--- config.mk ---
export PLATFORM = sky130hd
export DESIGN_NAME = fit_policy_partition_allocator_core
export DESIGN_NICKNAME = d
export VERILOG_FILES = /design/src/hw/rtl/fpa_pkg.sv /design/src/hw/rtl/fit_policy_partition_allocator_core.sv
export SDC_FILE = /design/constraint.sdc
export NUM_CORES = 1
export LEC_CHECK = 0
export BUFFER_PORTS_ARGS = -buffer_cell sky130_fd_sc_hd__buf_2
export CORE_MARGIN = 2
export CORE_UTILIZATION = 52
export DETAILED_ROUTE_END_ITERATION = 8
export PLACE_DENSITY_LB_ADDON = 0.08
export SYNTH_ARGS = -nofsm -noshare
export SYNTH_HDL_FRONTEND = slang
export SYNTH_SLANG_ARGS = --single-unit
--- constraint.sdc ---
create_clock -name clk -period 13.8 [get_ports clk]
set_input_delay 0.69 -clock clk [delete_from_list [all_inputs] [get_ports clk]]
set_output_delay 0.69 -clock clk [all_outputs]
set_load 0.005 [all_outputs]
--- src/hw/rtl/fpa_pkg.sv ---
// shared widths, register indexes and policy codes for the fit-policy allocator
package fpa_pkg;

  localparam int MAX_BLOCKS = 64;
  localparam int SIZE_BITS  = 16;
  localparam int IDX_W      = $clog2(MAX_BLOCKS);
  localparam int CNT_W      = $clog2(MAX_BLOCKS + 1);
  localparam int REQ_W      = 16;
  localparam int MODE_W     = 2;
  localparam int CFG_IDX_W  = 1;
  localparam int CFG_DATA_W = 7;

  localparam logic [CFG_IDX_W-1:0] CFG_FIT_MODE    = 1'd0;
  localparam logic [CFG_IDX_W-1:0] CFG_BLOCK_COUNT = 1'd1;

  localparam logic [MODE_W-1:0] MODE_FIRST = 2'd0;
  localparam logic [MODE_W-1:0] MODE_BEST  = 2'd1;
  localparam logic [MODE_W-1:0] MODE_WORST = 2'd2;

  localparam logic KIND_LOAD    = 1'b0;
  localparam logic KIND_REQUEST = 1'b1;

endpackage

--- src/hw/rtl/fit_policy_partition_allocator_core.sv ---
// Fit-policy allocator: a table of free block sizes in a memory with one read
// and one write port, scanned one entry per cycle by one comparator for first,
// best or worst fit (the unused mode code acts as first fit). A load word writes
// one entry and the block stays ready for the next word. After a request word is
// accepted, in_ready stays low while the block reads each of the first
// min(block_count, 64) table entries, waits for the last registered read to come
// back and be compared, closes the scan, writes back the reduced entry (granted
// only) and posts the result. Reading one entry at a time into a single
// comparator bounds the scan. Input is not taken while a request is being worked
// on; a posted result may wait for out_ready while new words are accepted, and a
// later request is scanned but posts its result only once that result is taken.
module fit_policy_partition_allocator_core
  import fpa_pkg::*;
(
  input  logic                  clk,
  input  logic                  rst,
  input  logic                  in_valid,
  output logic                  in_ready,
  input  logic                  kind,
  input  logic [IDX_W-1:0]      block_index,
  input  logic [SIZE_BITS-1:0]  size_value,
  output logic                  out_valid,
  input  logic                  out_ready,
  output logic                  granted,
  output logic [IDX_W-1:0]      chosen_block,
  output logic [SIZE_BITS-1:0]  size_left,
  output logic [REQ_W-1:0]      request_number,
  input  logic                  cfg_we,
  input  logic [CFG_IDX_W-1:0]  cfg_index,
  input  logic [CFG_DATA_W-1:0] cfg_data
);

  typedef enum logic [1:0] {
    S_IDLE,
    S_SCAN,
    S_WB,
    S_DONE
  } state_t;

  state_t               state;
  logic [MODE_W-1:0]    fit_mode;
  logic [CNT_W-1:0]     block_count;
  logic [REQ_W-1:0]     request_counter;

  logic [SIZE_BITS-1:0] mem [MAX_BLOCKS];
  logic [SIZE_BITS-1:0] rd_data;

  logic [CNT_W-1:0]     issue;
  logic                 pend_v;
  logic [IDX_W-1:0]     pend_idx;
  logic [SIZE_BITS-1:0] req_size;
  logic                 found;
  logic [IDX_W-1:0]     best_idx;
  logic [SIZE_BITS-1:0] best_val;
  logic [SIZE_BITS-1:0] res_left;

  logic [CNT_W-1:0]     limit;
  logic                 in_fire;
  logic                 fits;
  logic                 take;
  logic                 mem_we;
  logic [IDX_W-1:0]     mem_waddr;
  logic [SIZE_BITS-1:0] mem_wdata;
  logic [SIZE_BITS-1:0] reduced;

  assign in_ready = (state == S_IDLE);
  assign in_fire  = in_valid && in_ready;
  assign limit    = (block_count > CNT_W'(MAX_BLOCKS)) ? CNT_W'(MAX_BLOCKS) : block_count;
  assign fits     = (rd_data >= req_size);
  assign reduced  = best_val - req_size;

  // shared compare: decides whether the entry just read replaces the pick
  always_comb begin
    take = 1'b0;
    if (pend_v && fits) begin
      if (!found) begin
        take = 1'b1;
      end else begin
        case (fit_mode)
          MODE_BEST:  take = (rd_data < best_val);
          MODE_WORST: take = (rd_data > best_val);
          default:    take = 1'b0;
        endcase
      end
    end
  end

  always_comb begin
    mem_we    = 1'b0;
    mem_waddr = block_index;
    mem_wdata = size_value;
    if (state == S_WB) begin
      mem_we    = 1'b1;
      mem_waddr = best_idx;
      mem_wdata = reduced;
    end else if (in_fire && kind == KIND_LOAD) begin
      mem_we = 1'b1;
    end
  end

  always_ff @(posedge clk) begin
    if (mem_we) begin
      mem[mem_waddr] <= mem_wdata;
    end
    rd_data <= mem[issue[IDX_W-1:0]];
  end

  always_ff @(posedge clk) begin
    if (rst) begin
      state           <= S_IDLE;
      fit_mode        <= MODE_FIRST;
      block_count     <= '0;
      request_counter <= '0;
      out_valid       <= 1'b0;
      pend_v          <= 1'b0;
      found           <= 1'b0;
      issue           <= '0;
    end else begin
      if (cfg_we) begin
        case (cfg_index)
          CFG_FIT_MODE:    fit_mode    <= cfg_data[MODE_W-1:0];
          CFG_BLOCK_COUNT: block_count <= cfg_data[CNT_W-1:0];
          default:         ;
        endcase
      end

      if (out_valid && out_ready && state != S_DONE) begin
        out_valid <= 1'b0;
      end

      case (state)
        S_IDLE: begin
          if (in_fire && kind == KIND_REQUEST) begin
            req_size <= size_value;
            issue    <= '0;
            pend_v   <= 1'b0;
            found    <= 1'b0;
            best_idx <= '0;
            best_val <= '0;
            state    <= S_SCAN;
          end
        end
        S_SCAN: begin
          // read address issue; data comes back in the following cycle
          if (issue < limit) begin
            pend_v   <= 1'b1;
            pend_idx <= issue[IDX_W-1:0];
            issue    <= issue + CNT_W'(1);
          end else begin
            pend_v <= 1'b0;
          end
          if (take) begin
            found    <= 1'b1;
            best_idx <= pend_idx;
            best_val <= rd_data;
          end
          if (issue >= limit && !pend_v) begin
            state <= found ? S_WB : S_DONE;
          end
        end
        S_WB: begin
          res_left <= reduced;
          state    <= S_DONE;
        end
        S_DONE: begin
          if (!out_valid || out_ready) begin
            out_valid       <= 1'b1;
            granted         <= found;
            chosen_block    <= found ? best_idx : '0;
            size_left       <= found ? res_left : '0;
            request_number  <= request_counter;
            request_counter <= request_counter + REQ_W'(1);
            state           <= S_IDLE;
          end
        end
        default: state <= S_IDLE;
      endcase
    end
  end

endmodule

* Word-level counts from Yosys, hierarchy flattened
Memories as Yosys holds them, arrays and structs flattened. A register that Yosys moved wholly into a read port is not among the register bits.
Cells that the tools add are included.
W data, S select, Z words.
** Cells by class
- Add/subtract/negate cells :: 3
- Order comparisons :: 6
- Equal/unequal tests :: 11
- Multiplexer cells :: 32
- Bitwise gates (word level) :: 3
- Reductions and logical operators :: 24
** Operators with widths (number)
- $mux W16 :: 3
- $pmux W16 S2 :: 1
- $mux W7 :: 3
- $mux W6 :: 3
- $reduce_and A3 Y1 :: 6
- $add A16 B1 Y16 const B :: 1
- $ge A16 B16 Y1 :: 1
- $gt A16 B16 Y1 :: 1
- $lt A16 B16 Y1 :: 1
- $sub A16 B16 Y16 :: 1
- $pmux W7 S2 :: 1
- $mux W1 :: 13
- $pmux W6 S2 :: 1
- $ne A2 B2 Y1 const B :: 5
- $reduce_and A2 Y1 :: 5
- $pmux W2 S4 :: 1
- $add A7 B1 Y7 const B :: 1
- $ge A7 B7 Y1 :: 1
- $gt A7 B7 Y1 const B :: 1
- $logic_and A1 B1 Y1 :: 7
- $lt A7 B7 Y1 :: 1
- $eq A2 B2 Y1 const B :: 3
- $mux W2 :: 3
- $pmux W1 S2 :: 3
- 8 further kinds :: 12
** Storage, ports and cells
- Register bits :: 136
- RAM bits :: 1024
- Input bits :: 36
- Output and inout port bits :: 41
- Logic and storage cells :: 97
- Memories :: 1
** Memories
- mem :: words 64, width 16, read ports 1, clocked after Yosys merged registers in 1, wr ports 1, RTL line fit_policy_partition_allocator_core.sv:45 : logic [SIZE_BITS-1:0] mem [MAX_BLOCKS];

* Depth between registers and ports, before layout
Gate-level depths: netlist of the first run.
- Depth after elaboration :: 7
- Depth in mapped cells :: 12

* Least setup slack after synthesis of the first run
No wires, ideal clock.
- Kind :: flip-flop to flip-flop
- From :: reg req_size[0]
- To :: mem mem[0][8], data pin
- Setup time :: 1.009 ns
- Data arrival time :: 5.897 ns
- Data required time :: 12.791 ns
- Setup slack :: 6.895 ns
- Stages on the path, launching flop included :: 8
- Period minus slack after synthesis :: 6.905 ns
- Cell sequence :: edfxtp_1 -> ha_1 -> fa_1 -> nor2b_1 -> o2111ai_1 -> a31oi_1 -> o21ai_0 -> o311ai_0
** Between the ends
- Word-level cells in the longest chain between the ends :: 2
** RTL lines
- start: declaration :: RTL line fit_policy_partition_allocator_core.sv:51 : logic [SIZE_BITS-1:0] req_size;
- start signal: assignment :: RTL line fit_policy_partition_allocator_core.sv:134 : req_size <= size_value;
- $sub A16 B16 Y16 :: RTL line fit_policy_partition_allocator_core.sv:70 : assign reduced = best_val - req_size;
- $mux W16 :: RTL line fit_policy_partition_allocator_core.sv:92 : if (state == S_WB) begin
- net mem_wdata[8] :: RTL line fit_policy_partition_allocator_core.sv:63 : logic [SIZE_BITS-1:0] mem_wdata;
- end: declaration :: RTL line fit_policy_partition_allocator_core.sv:45
The timed path passes the listed nets, and every way through them passes these cells.

==> results.json, run 1 <==
{
  "first_pass_iters": 7,
  "worstMarginPinSlew_ps": 1220,
  "rows": 109,
  "via_per_inst": 6.14,
  "syn2layout_area_growth_pct": 12.9,
  "synth_nets": 2418,
  "yosys.area.top_type": "edfxtp_1",
  "root_buffer": "clkbuf_16",
  "crit_type": "flip-flop to flip-flop",
  "fp.dieW_um": 302,
  "synth-seq-area-share_pct": 75.5,
  "portBuffers": 76,
  "synth_edf_count": 1123,
  "ff_latch_area_um2": 34800,
  "drt_wl_total_um": 108000,
  "drc_errors": 0,
  "avgSynthCellArea_um2": 19.9,
  "final_cell_mix": "edfxtp_1, mux4_2, clkbuf_16",
  "finish.net_count": 2598,
  "p_total_mw": 8.28,
  "final_antenna_net_count": 0,
  "post-route-period-util_pct": 36.0,
  "grt_use_total_pct": 24.1,
  "fin_crit_ps": 4970,
  "clk_pin_slew_ps": 60,
  "cts_setup_buffers": 0,
  "ys_seq_elements": 1176,
  "drt_iter0_markers": 2178,
  "synth_ff_type": "edfxtp_1",
  "holdWs_ps": 193,
  "postLayoutCoreUtil_pct": 59.0,
  "clock_latency_ps": 700,
  "power-per-cell-area_nw_per_um2": 159,
  "dp_hpwl_um": 61900,
  "core_um2": 88100,
  "routedWlPerCell_um": 28.7,
  "synth_top_area_share_pct": 73.2,
  "p_leak_nw": 16.7,
  "rsz0062_at_grt": "false",
  "h-tree-depth": 3,
  "relSlewSlack_pct": 18.3,
  "syn_inst": 2319,
  "antenna_cells": 0,
  "finalHoldViolations": 0,
  "dieArea_um2": 91000,
  "cts_resized": 0,
  "cts_max_path_buffers": 3,
  "outcome": "complete, no violations",
  "cts-hold-fix-buffers": 0,
  "setup_viol": 0,
  "gp_congestion": 0.789,
  "die_y_um": 302,
  "synth_area_um2": 46100,
  "finalSetupTns_ps": 0,
  "critPathMaxFanout": 70,
  "grt_start_max_net_pins": 71,
  "dr_total_vias": 23200,
  "ys_top_cells_by_area": "edfxtp_1, mux4_2, dfxtp_1, ha_1, a22oi_1",
  "grt_pass1_vias": 23500,
  "cts_buffers": 118,
  "grt_remaining_overflow": 0,
  "ys.warnings.count": 0,
  "nFillCells": 6465,
  "start_kind": "flip-flop",
  "start_util_pct": 52.3,
  "setup_ws_ps": 8830,
  "peakVddDrop_mv": 0.112,
  "crit_arrival_ps": 5490,
  "drive_gt1_share_pct": 24.5,
  "finalClockSkew_ps": 25.9,
  "antenna_found_initial": 0,
  "place_ws_ps": 8760,
  "multi_input_area_um2": 10700,
  "critical_path.endpoint_type": "flip-flop",
  "io_pins": 77,
  "cp_data_required_time_ps": 14320,
  "hold_path.class": "input pin to flip-flop",
  "fmax_ghz": 0.201,
  "grt_pass1_wl_um": 158000,
  "yosysUniqueCellTypes": 60,
  "drv_slew": 0,
  "cts_tree": "yes",
  "async_flop_share_pct": 0,
  "drv_cap": 0,
  "layout_commonest_cell": "edfxtp_1",
  "cts_sinks": 1176
}
cells in the mapped netlist, types with 5 or more instances:
library cell / number
a21oi_1: 40
nand2b_1: 6
nor2b_1: 13
nand2_1: 93
a22oi_1: 81
dfxtp_1: 53
buf_1: 7
and2_1: 43
nand3b_1: 5
nor2_1: 106
mux2i_1: 5
mux4_2: 256
mux2_2: 15
xor2_1: 18
ha_1: 62
clkbuf_1: 75
a31oi_1: 6
a22o_1: 33
o221ai_1: 16
or3_1: 5
xnor2_1: 10
inv_1: 55
nand3_1: 22
nor3_1: 5
a221oi_1: 35
nand4_1: 14
buf_2: 29
o21ai_0: 25
a21o_1: 7
edfxtp_1: 1123
o21a_1: 7
and3_1: 5
o32ai_1: 6
logic make-up (layout without fill, tap and decap cells):
group	Yosys count	count (layout)	synth area share, %
compound gates	277	277	4.41
xor+xnor	28	28	0.532
fa+ha+maj	63	63	1.73
buf+inv	168	453	1.47
flops	1176	1176	75.5
mux	276	276	13.0
simple gates	331	331	3.40
registers in the layout, indices dropped and copies added (netlist names):
name             cells
best_idx             6
best_val            16
block_count          7
chosen_block         6
fit_mode             2
found                1
granted              1
issue                7
mem               1024
out_valid            1
pend_idx             6
pend_v               1
rd_data             16
req_size            16
request_counter     16
request_number      16
res_left            16
size_left           16
state                2
worst max-delay path: stages (launching register included):
cell	delay, ps
dfxtp_4	960
buf_4	1000
buf_4	920
mux4_2	410
a22o_1	240
a221oi_1	880
o221ai_1	270
where the power goes:
part | internal [mW] | switching, mW | leakage (nW)
Sequential | 4.22 | 0.0507 | 10.5
Clock | 1.75 | 1.33 | 1.85
Combinational | 0.310 | 0.631 | 4.29
Total | 6.28 | 2.01 | 16.7
routing by layer:
metal	GRT usage (%)	part of all wire [%]
met1	34.1	42
met3	4.91	8.0
met4	6.34	2.1
met5	0	0
met2	38.8	48
metrics by stage:
stage	instances	area, µm²
floorplan	2319	46100
global placement	3544	48200
detailed placement	3544	48200
CTS	3769	52000
global route	3769	52000
finish	3769	52000
cell type report:
cell class,count,area share [%]
Sequential cell,1176,66.9
Multi-Input combinational cell,975,20.5
Clock buffer,143,5.96
Tap cell,1165,2.80
Timing Repair Buffer,172,2.12
Clock inverter,82,1.28
Inverter,56,0.409
worst paths after layout:
kind                                  endpoint  cells past startpoint  slack, ps                        startpoint
setup reg to reg           rd_data[11]$_DFF_P_                      6       8830             issue[1]$_SDFFE_PP0P_
hold reg to reg   request_number[15]$_DFFE_PP_                      0        450  request_counter[15]$_SDFFE_PP0P_
setup / recovery           rd_data[11]$_DFF_P_                      6       8830             issue[1]$_SDFFE_PP0P_
hold / removal          req_size[13]$_DFFE_PP_                      1        190                    size_value[13]
(Power assumes the default switching activity.)
==> run 2: changes to the inputs <==
- clock period: 13.8 -> 4.2 ns (I/O delays scaled with it)
==> results.json, run 2 (synthesis results as in run 1) <==
{
  "core_um2": 88100,
  "first_pass_iters": 7,
  "finalClockSkew_ps": 22.7,
  "timing.rr.end": "mem[5][8]$_DFFE_PP_",
  "fp.dieW_um": 302,
  "crit_slowest_cell": "o21ai_0",
  "share_seq_of_total_power_pct": 50.6,
  "worstPathCellList": "ha_1 > nor2b_1 > o2111ai_1 > a31oi_1 > o21ai_0 > nand4b_1 > o311ai_4 > buf_4",
  "p_leak_nw": 17.1,
  "p_comb_share_pct": 11.9,
  "drt_wl_total_um": 112000,
  "portBuffers": 76,
  "clockPowerShare_pct": 37.5,
  "final_cell_mix": "edfxtp_1, mux4_2, clkbuf_16",
  "drv_cap": 0,
  "antenna_found_initial": 1,
  "grt_remaining_overflow": 0,
  "cts_buffers": 119,
  "hold-path-cell-count": 2,
  "root_buffer": "clkbuf_16",
  "gp_congestion": 0.855,
  "drc_errors": 0,
  "ff_latch_area_um2": 34800,
  "post-place-cells": 3582,
  "crit_type": "flip-flop to flip-flop",
  "drv_slew": 0,
  "cts_max_path_buffers": 3,
  "multi_input_area_um2": 10700,
  "regToRegSetupSlack_ps": 620,
  "slowest_delay_ps": 810,
  "fin_cells": 3834,
  "critPathMaxFanout": 64,
  "grt_pass1_vias": 23900,
  "power-per-cell-area_nw_per_um2": 523,
  "worstMarginPinSlew_ps": 1110,
  "p_int_mw": 21.0,
  "finalSetupTns_ps": 0,
  "cp.buffers_inverters": 1,
  "hp-start": "rst",
  "dr_total_vias": 23700,
  "p_sw_mw": 6.68,
  "dieArea_um2": 91000,
  "cts_sinks": 1176,
  "crit_arrival_ps": 3990,
  "post-route-period-util_pct": 85.2,
  "final_antenna_net_count": 0,
  "setup_viol": 0,
  "cts_setup_buffers": 0,
  "largest_register": "mem",
  "grt_start_max_net_pins": 65,
  "via_per_inst": 6.18,
  "rows": 109,
  "grt_use_total_pct": 24.9,
  "h-tree-depth": 3,
  "dp_hpwl_um": 66500,
  "clk_pin_slew_ps": 60,
  "outcome": "complete, no violations",
  "fmax_ghz": 0.279,
  "crit_family": "compound AO/OA/AOI/OAI gates",
  "netSwitchingFraction_pct": 24.2,
  "largest_reg_flops": 1024,
  "drive_gt1_share_pct": 24.9,
  "start_util_pct": 52.3,
  "holdWs_ps": 70.6,
  "cts_tree": "yes",
  "critical_path.endpoint_type": "flip-flop",
  "hold_path.class": "input pin to flip-flop",
  "finalHoldViolations": 0,
  "rsz0062_at_grt": "false",
  "drt_iter0_markers": 2444,
  "syn2layout_area_growth_pct": 14.7,
  "clock_latency_ps": 710,
  "io_pins": 77,
  "start_kind": "flip-flop",
  "hold_end": "pend_v$_SDFFE_PP0P_",
  "finish.net_count": 2669,
  "layout_commonest_cell": "edfxtp_1",
  "routedWlPerCell_um": 29.1,
  "grt_pass1_wl_um": 162000,
  "cp_data_required_time_ps": 4610,
  "reg2regPathDepth": 8,
  "fin_crit_ps": 3580,
  "cts_resized": 0,
  "die_y_um": 302,
  "peakVddDrop_mv": 0.354,
  "postLayoutCoreUtil_pct": 60.0,
  "cts-hold-fix-buffers": 32,
  "relSlewSlack_pct": 25.8,
  "reg2reg_from": "best_val[2]$_SDFFCE_PN0P_",
  "nFillCells": 6330
}
run 2: stage by stage:
stage               setup WS, ps  power [mW]  area [µm²]
floorplan                    345        16.2       46100
global placement             801        17.4       48700
detailed placement           702        17.5       48700
CTS                          671        27.9       52900
global route                 407        28.6       52900
finish                       620        27.7       52900
run 2: area by class of cell:
| class | count | share of cell area [%] |
|---|---|---|
| multi-input cells | 975 | 20.2 |
| clock inverters | 70 | 1.33 |
| flip-flops and latches | 1176 | 65.8 |
| inverters | 56 | 0.402 |
| well taps | 1165 | 2.76 |
| clock buffers | 148 | 5.86 |
| repair buffers | 242 | 3.63 |
| diodes | 2 | 0.00947 |
run 2: worst max-delay path by stage:
stage / from / to / cells past startpoint
3_5_place_dp: best_val[0]$_SDFFCE_PN0P_ / mem[21][8]$_DFFE_PP_ / 10
2_1_floorplan: req_size[0]$_DFFE_PP_ / mem[0][8]$_DFFE_PP_ / 7
4_1_cts: best_val[0]$_SDFFCE_PN0P_ / mem[43][8]$_DFFE_PP_ / 10
5_1_grt: best_val[0]$_SDFFCE_PN0P_ / mem[5][8]$_DFFE_PP_ / 10
3_3_place_gp: best_val[2]$_SDFFCE_PN0P_ / mem[22][8]$_DFFE_PP_ / 8
6_report: best_val[2]$_SDFFCE_PN0P_ / mem[5][8]$_DFFE_PP_ / 8
run 2: layer usage:
metal / vias up / global-route usage [%] / routed length, µm
met5: - / 0 / 13
met4: 2 / 8.24 / 3100
met3: 167 / 5.01 / 8830
met2: 938 / 39.3 / 53000
met1: 12500 / 35.4 / 46600
li1: 10100 / - / -
run 2: power by group through the flow:
stage	sequential, mW	combinational [mW]	clock (mW)
5_1_grt	14.0	3.60	11.0
6_report	14.0	3.30	10.4
2_1_floorplan	14.2	2.04	0
4_1_cts	14.0	3.35	10.6
3_3_place_gp	14.2	3.21	0
3_5_place_dp	14.2	3.32	0
==> run 3: changes to the inputs <==
- GPL_TIMING_DRIVEN: not set -> 0
- SKIP_LAST_GASP: not set -> 1
==> results.json, run 3 (synthesis results as in run 1) <==
{
  "fin_crit_ps": 4170,
  "grt_pass1_vias": 24100,
  "largest_reg_flops": 1024,
  "cp_data_required_time_ps": 4680,
  "layout_commonest_cell": "edfxtp_1",
  "setup_viol": 0,
  "io_pins": 77,
  "critPathMaxFanout": 10,
  "clock_latency_ps": 700,
  "worstMarginPinSlew_ps": 1450,
  "setup_ws_ps": 28.2,
  "rsz0062_at_grt": "false",
  "hold_path.class": "input pin to flip-flop",
  "drc_errors": 0,
  "place_ws_ps": -268,
  "outcome": "complete, no violations",
  "dpl_cell_area_um2": 49200,
  "critical_path.endpoint_type": "flip-flop",
  "start_kind": "flip-flop",
  "drt_iter0_markers": 2767,
  "design_area_um2": 53400,
  "routedWlPerCell_um": 29.8,
  "grt_pass1_wl_um": 166000,
  "cts_setup_buffers": 0,
  "relSlewSlack_pct": 2.86,
  "grt_use_total_pct": 25.7,
  "first_pass_iters": 5,
  "peakVddDrop_mv": 0.470,
  "crit_arrival_ps": 4660,
  "h-tree-depth": 3,
  "cts_sinks": 1176,
  "p_leak_nw": 17.1,
  "finish.net_count": 2710,
  "fmax_ghz": 0.240,
  "die_y_um": 302,
  "largest_register": "mem",
  "dieArea_um2": 91000,
  "drive_gt1_share_pct": 25.8,
  "antenna_found_initial": 3,
  "final_cell_mix": "edfxtp_1, mux4_2, clkbuf_16",
  "clk_pin_slew_ps": 60,
  "antenna_cells": 0,
  "start_util_pct": 52.3,
  "drv_cap": 0,
  "via_per_inst": 6.20,
  "fin_cells": 3879,
  "drt_wl_total_um": 116000,
  "drv_slew": 0,
  "grt_remaining_overflow": 0,
  "cts_max_path_buffers": 3,
  "p_total_mw": 27.8,
  "dp_hpwl_um": 76000,
  "crit_type": "flip-flop to flip-flop",
  "portBuffers": 74,
  "core_um2": 88100,
  "dr_total_vias": 24000,
  "fp.dieW_um": 302,
  "cts_tree": "yes",
  "cts_buffers": 116,
  "root_buffer": "clkbuf_16",
  "power-per-cell-area_nw_per_um2": 521,
  "grt_start_max_net_pins": 65,
  "gp_congestion": 0.961,
  "postLayoutCoreUtil_pct": 60.6,
  "finalHoldViolations": 0,
  "post-route-period-util_pct": 99.3,
  "syn2layout_area_growth_pct": 15.8,
  "post-place-cells": 3628,
  "final_antenna_net_count": 0,
  "rows": 109,
  "finalClockSkew_ps": 22.8
}
run 3: cell count changes in the layout (fill, tap and decap cells not counted), moves of 8 or more:
cell,change
clkbuf_2,+8
nor2_2,+65
buf_4,-117
nor2_1,-65
clkbuf_1,+68
buf_2,+27
buf_8,+59
buf_12,-15
mux2_4,+11
mux2_2,-11
run 3: area by class of cell:
class	count	area [µm²]
plain buffers	112	480
clock buffers	154	3180
clock inverters	67	609
fillers	6381	34700
inverters	56	213
multi-input cells	975	10900
flip-flops and latches	1176	34800
well taps	1165	1460
repair buffers	174	1780
run 3: per-layer routing:
| layer | global-route usage [%] | part of all wire, % | up-vias |
|---|---|---|---|
| li1 | - | - | 10100 |
| met4 | 9.16 | 3.4 | 0 |
| met3 | 4.37 | 8.1 | 186 |
| met2 | 40.5 | 48 | 1027 |
| met1 | 36.8 | 41 | 12700 |
| met5 | 0 | 0 | - |
run 3: worst max-delay path, stage by stage (launching register included):
cell and delay [ps]:
dfxtp_1 360, buf_2 300, clkbuf_1 550, buf_2 530, mux4_2 580, a22oi_1 390
nand2_1 200, a22oi_1 680, o221ai_1 350
run 3: timing repair:
action                     CTS  global route
hold endpoints to repair    26             0
resized for setup            6             8
hold buffers                30             0
setup endpoints to repair   16            12
run 3: per-stage QoR:
step / setup TNS (ps) / hold slack [ps]
after CTS: -37.8 / 6.03
after global placement: -216740 / 399
after floorplan: 0 / 309
final: 0 / 56.4
after global routing: 0 / 102
after detailed placement: -2330 / 401
run 3: path summary, 6_finish.rpt:
| kind | startpoint | endpoint | slack (ps) | cells past startpoint |
|---|---|---|---|---|
| max | issue[0]$_SDFFE_PP0P_ | rd_data[9]$_DFF_P_ | 30 | 8 |
| min | rst | issue[0]$_SDFFE_PP0P_ | 60 | 4 |
| max reg2reg | issue[0]$_SDFFE_PP0P_ | rd_data[9]$_DFF_P_ | 30 | 8 |
| min reg2reg | request_counter[15]$_SDFFE_PP0P_ | request_number[15]$_DFFE_PP_ | 450 | 0 |
run 3: report_power, final:
group / leakage (nW) / total (mW) / switching, mW / internal, mW
clock: 1.86 / 10.3 / 4.37 / 5.92
sequential: 10.5 / 14.0 / 0.0943 / 13.9
combinational: 4.75 / 3.55 / 2.43 / 1.12
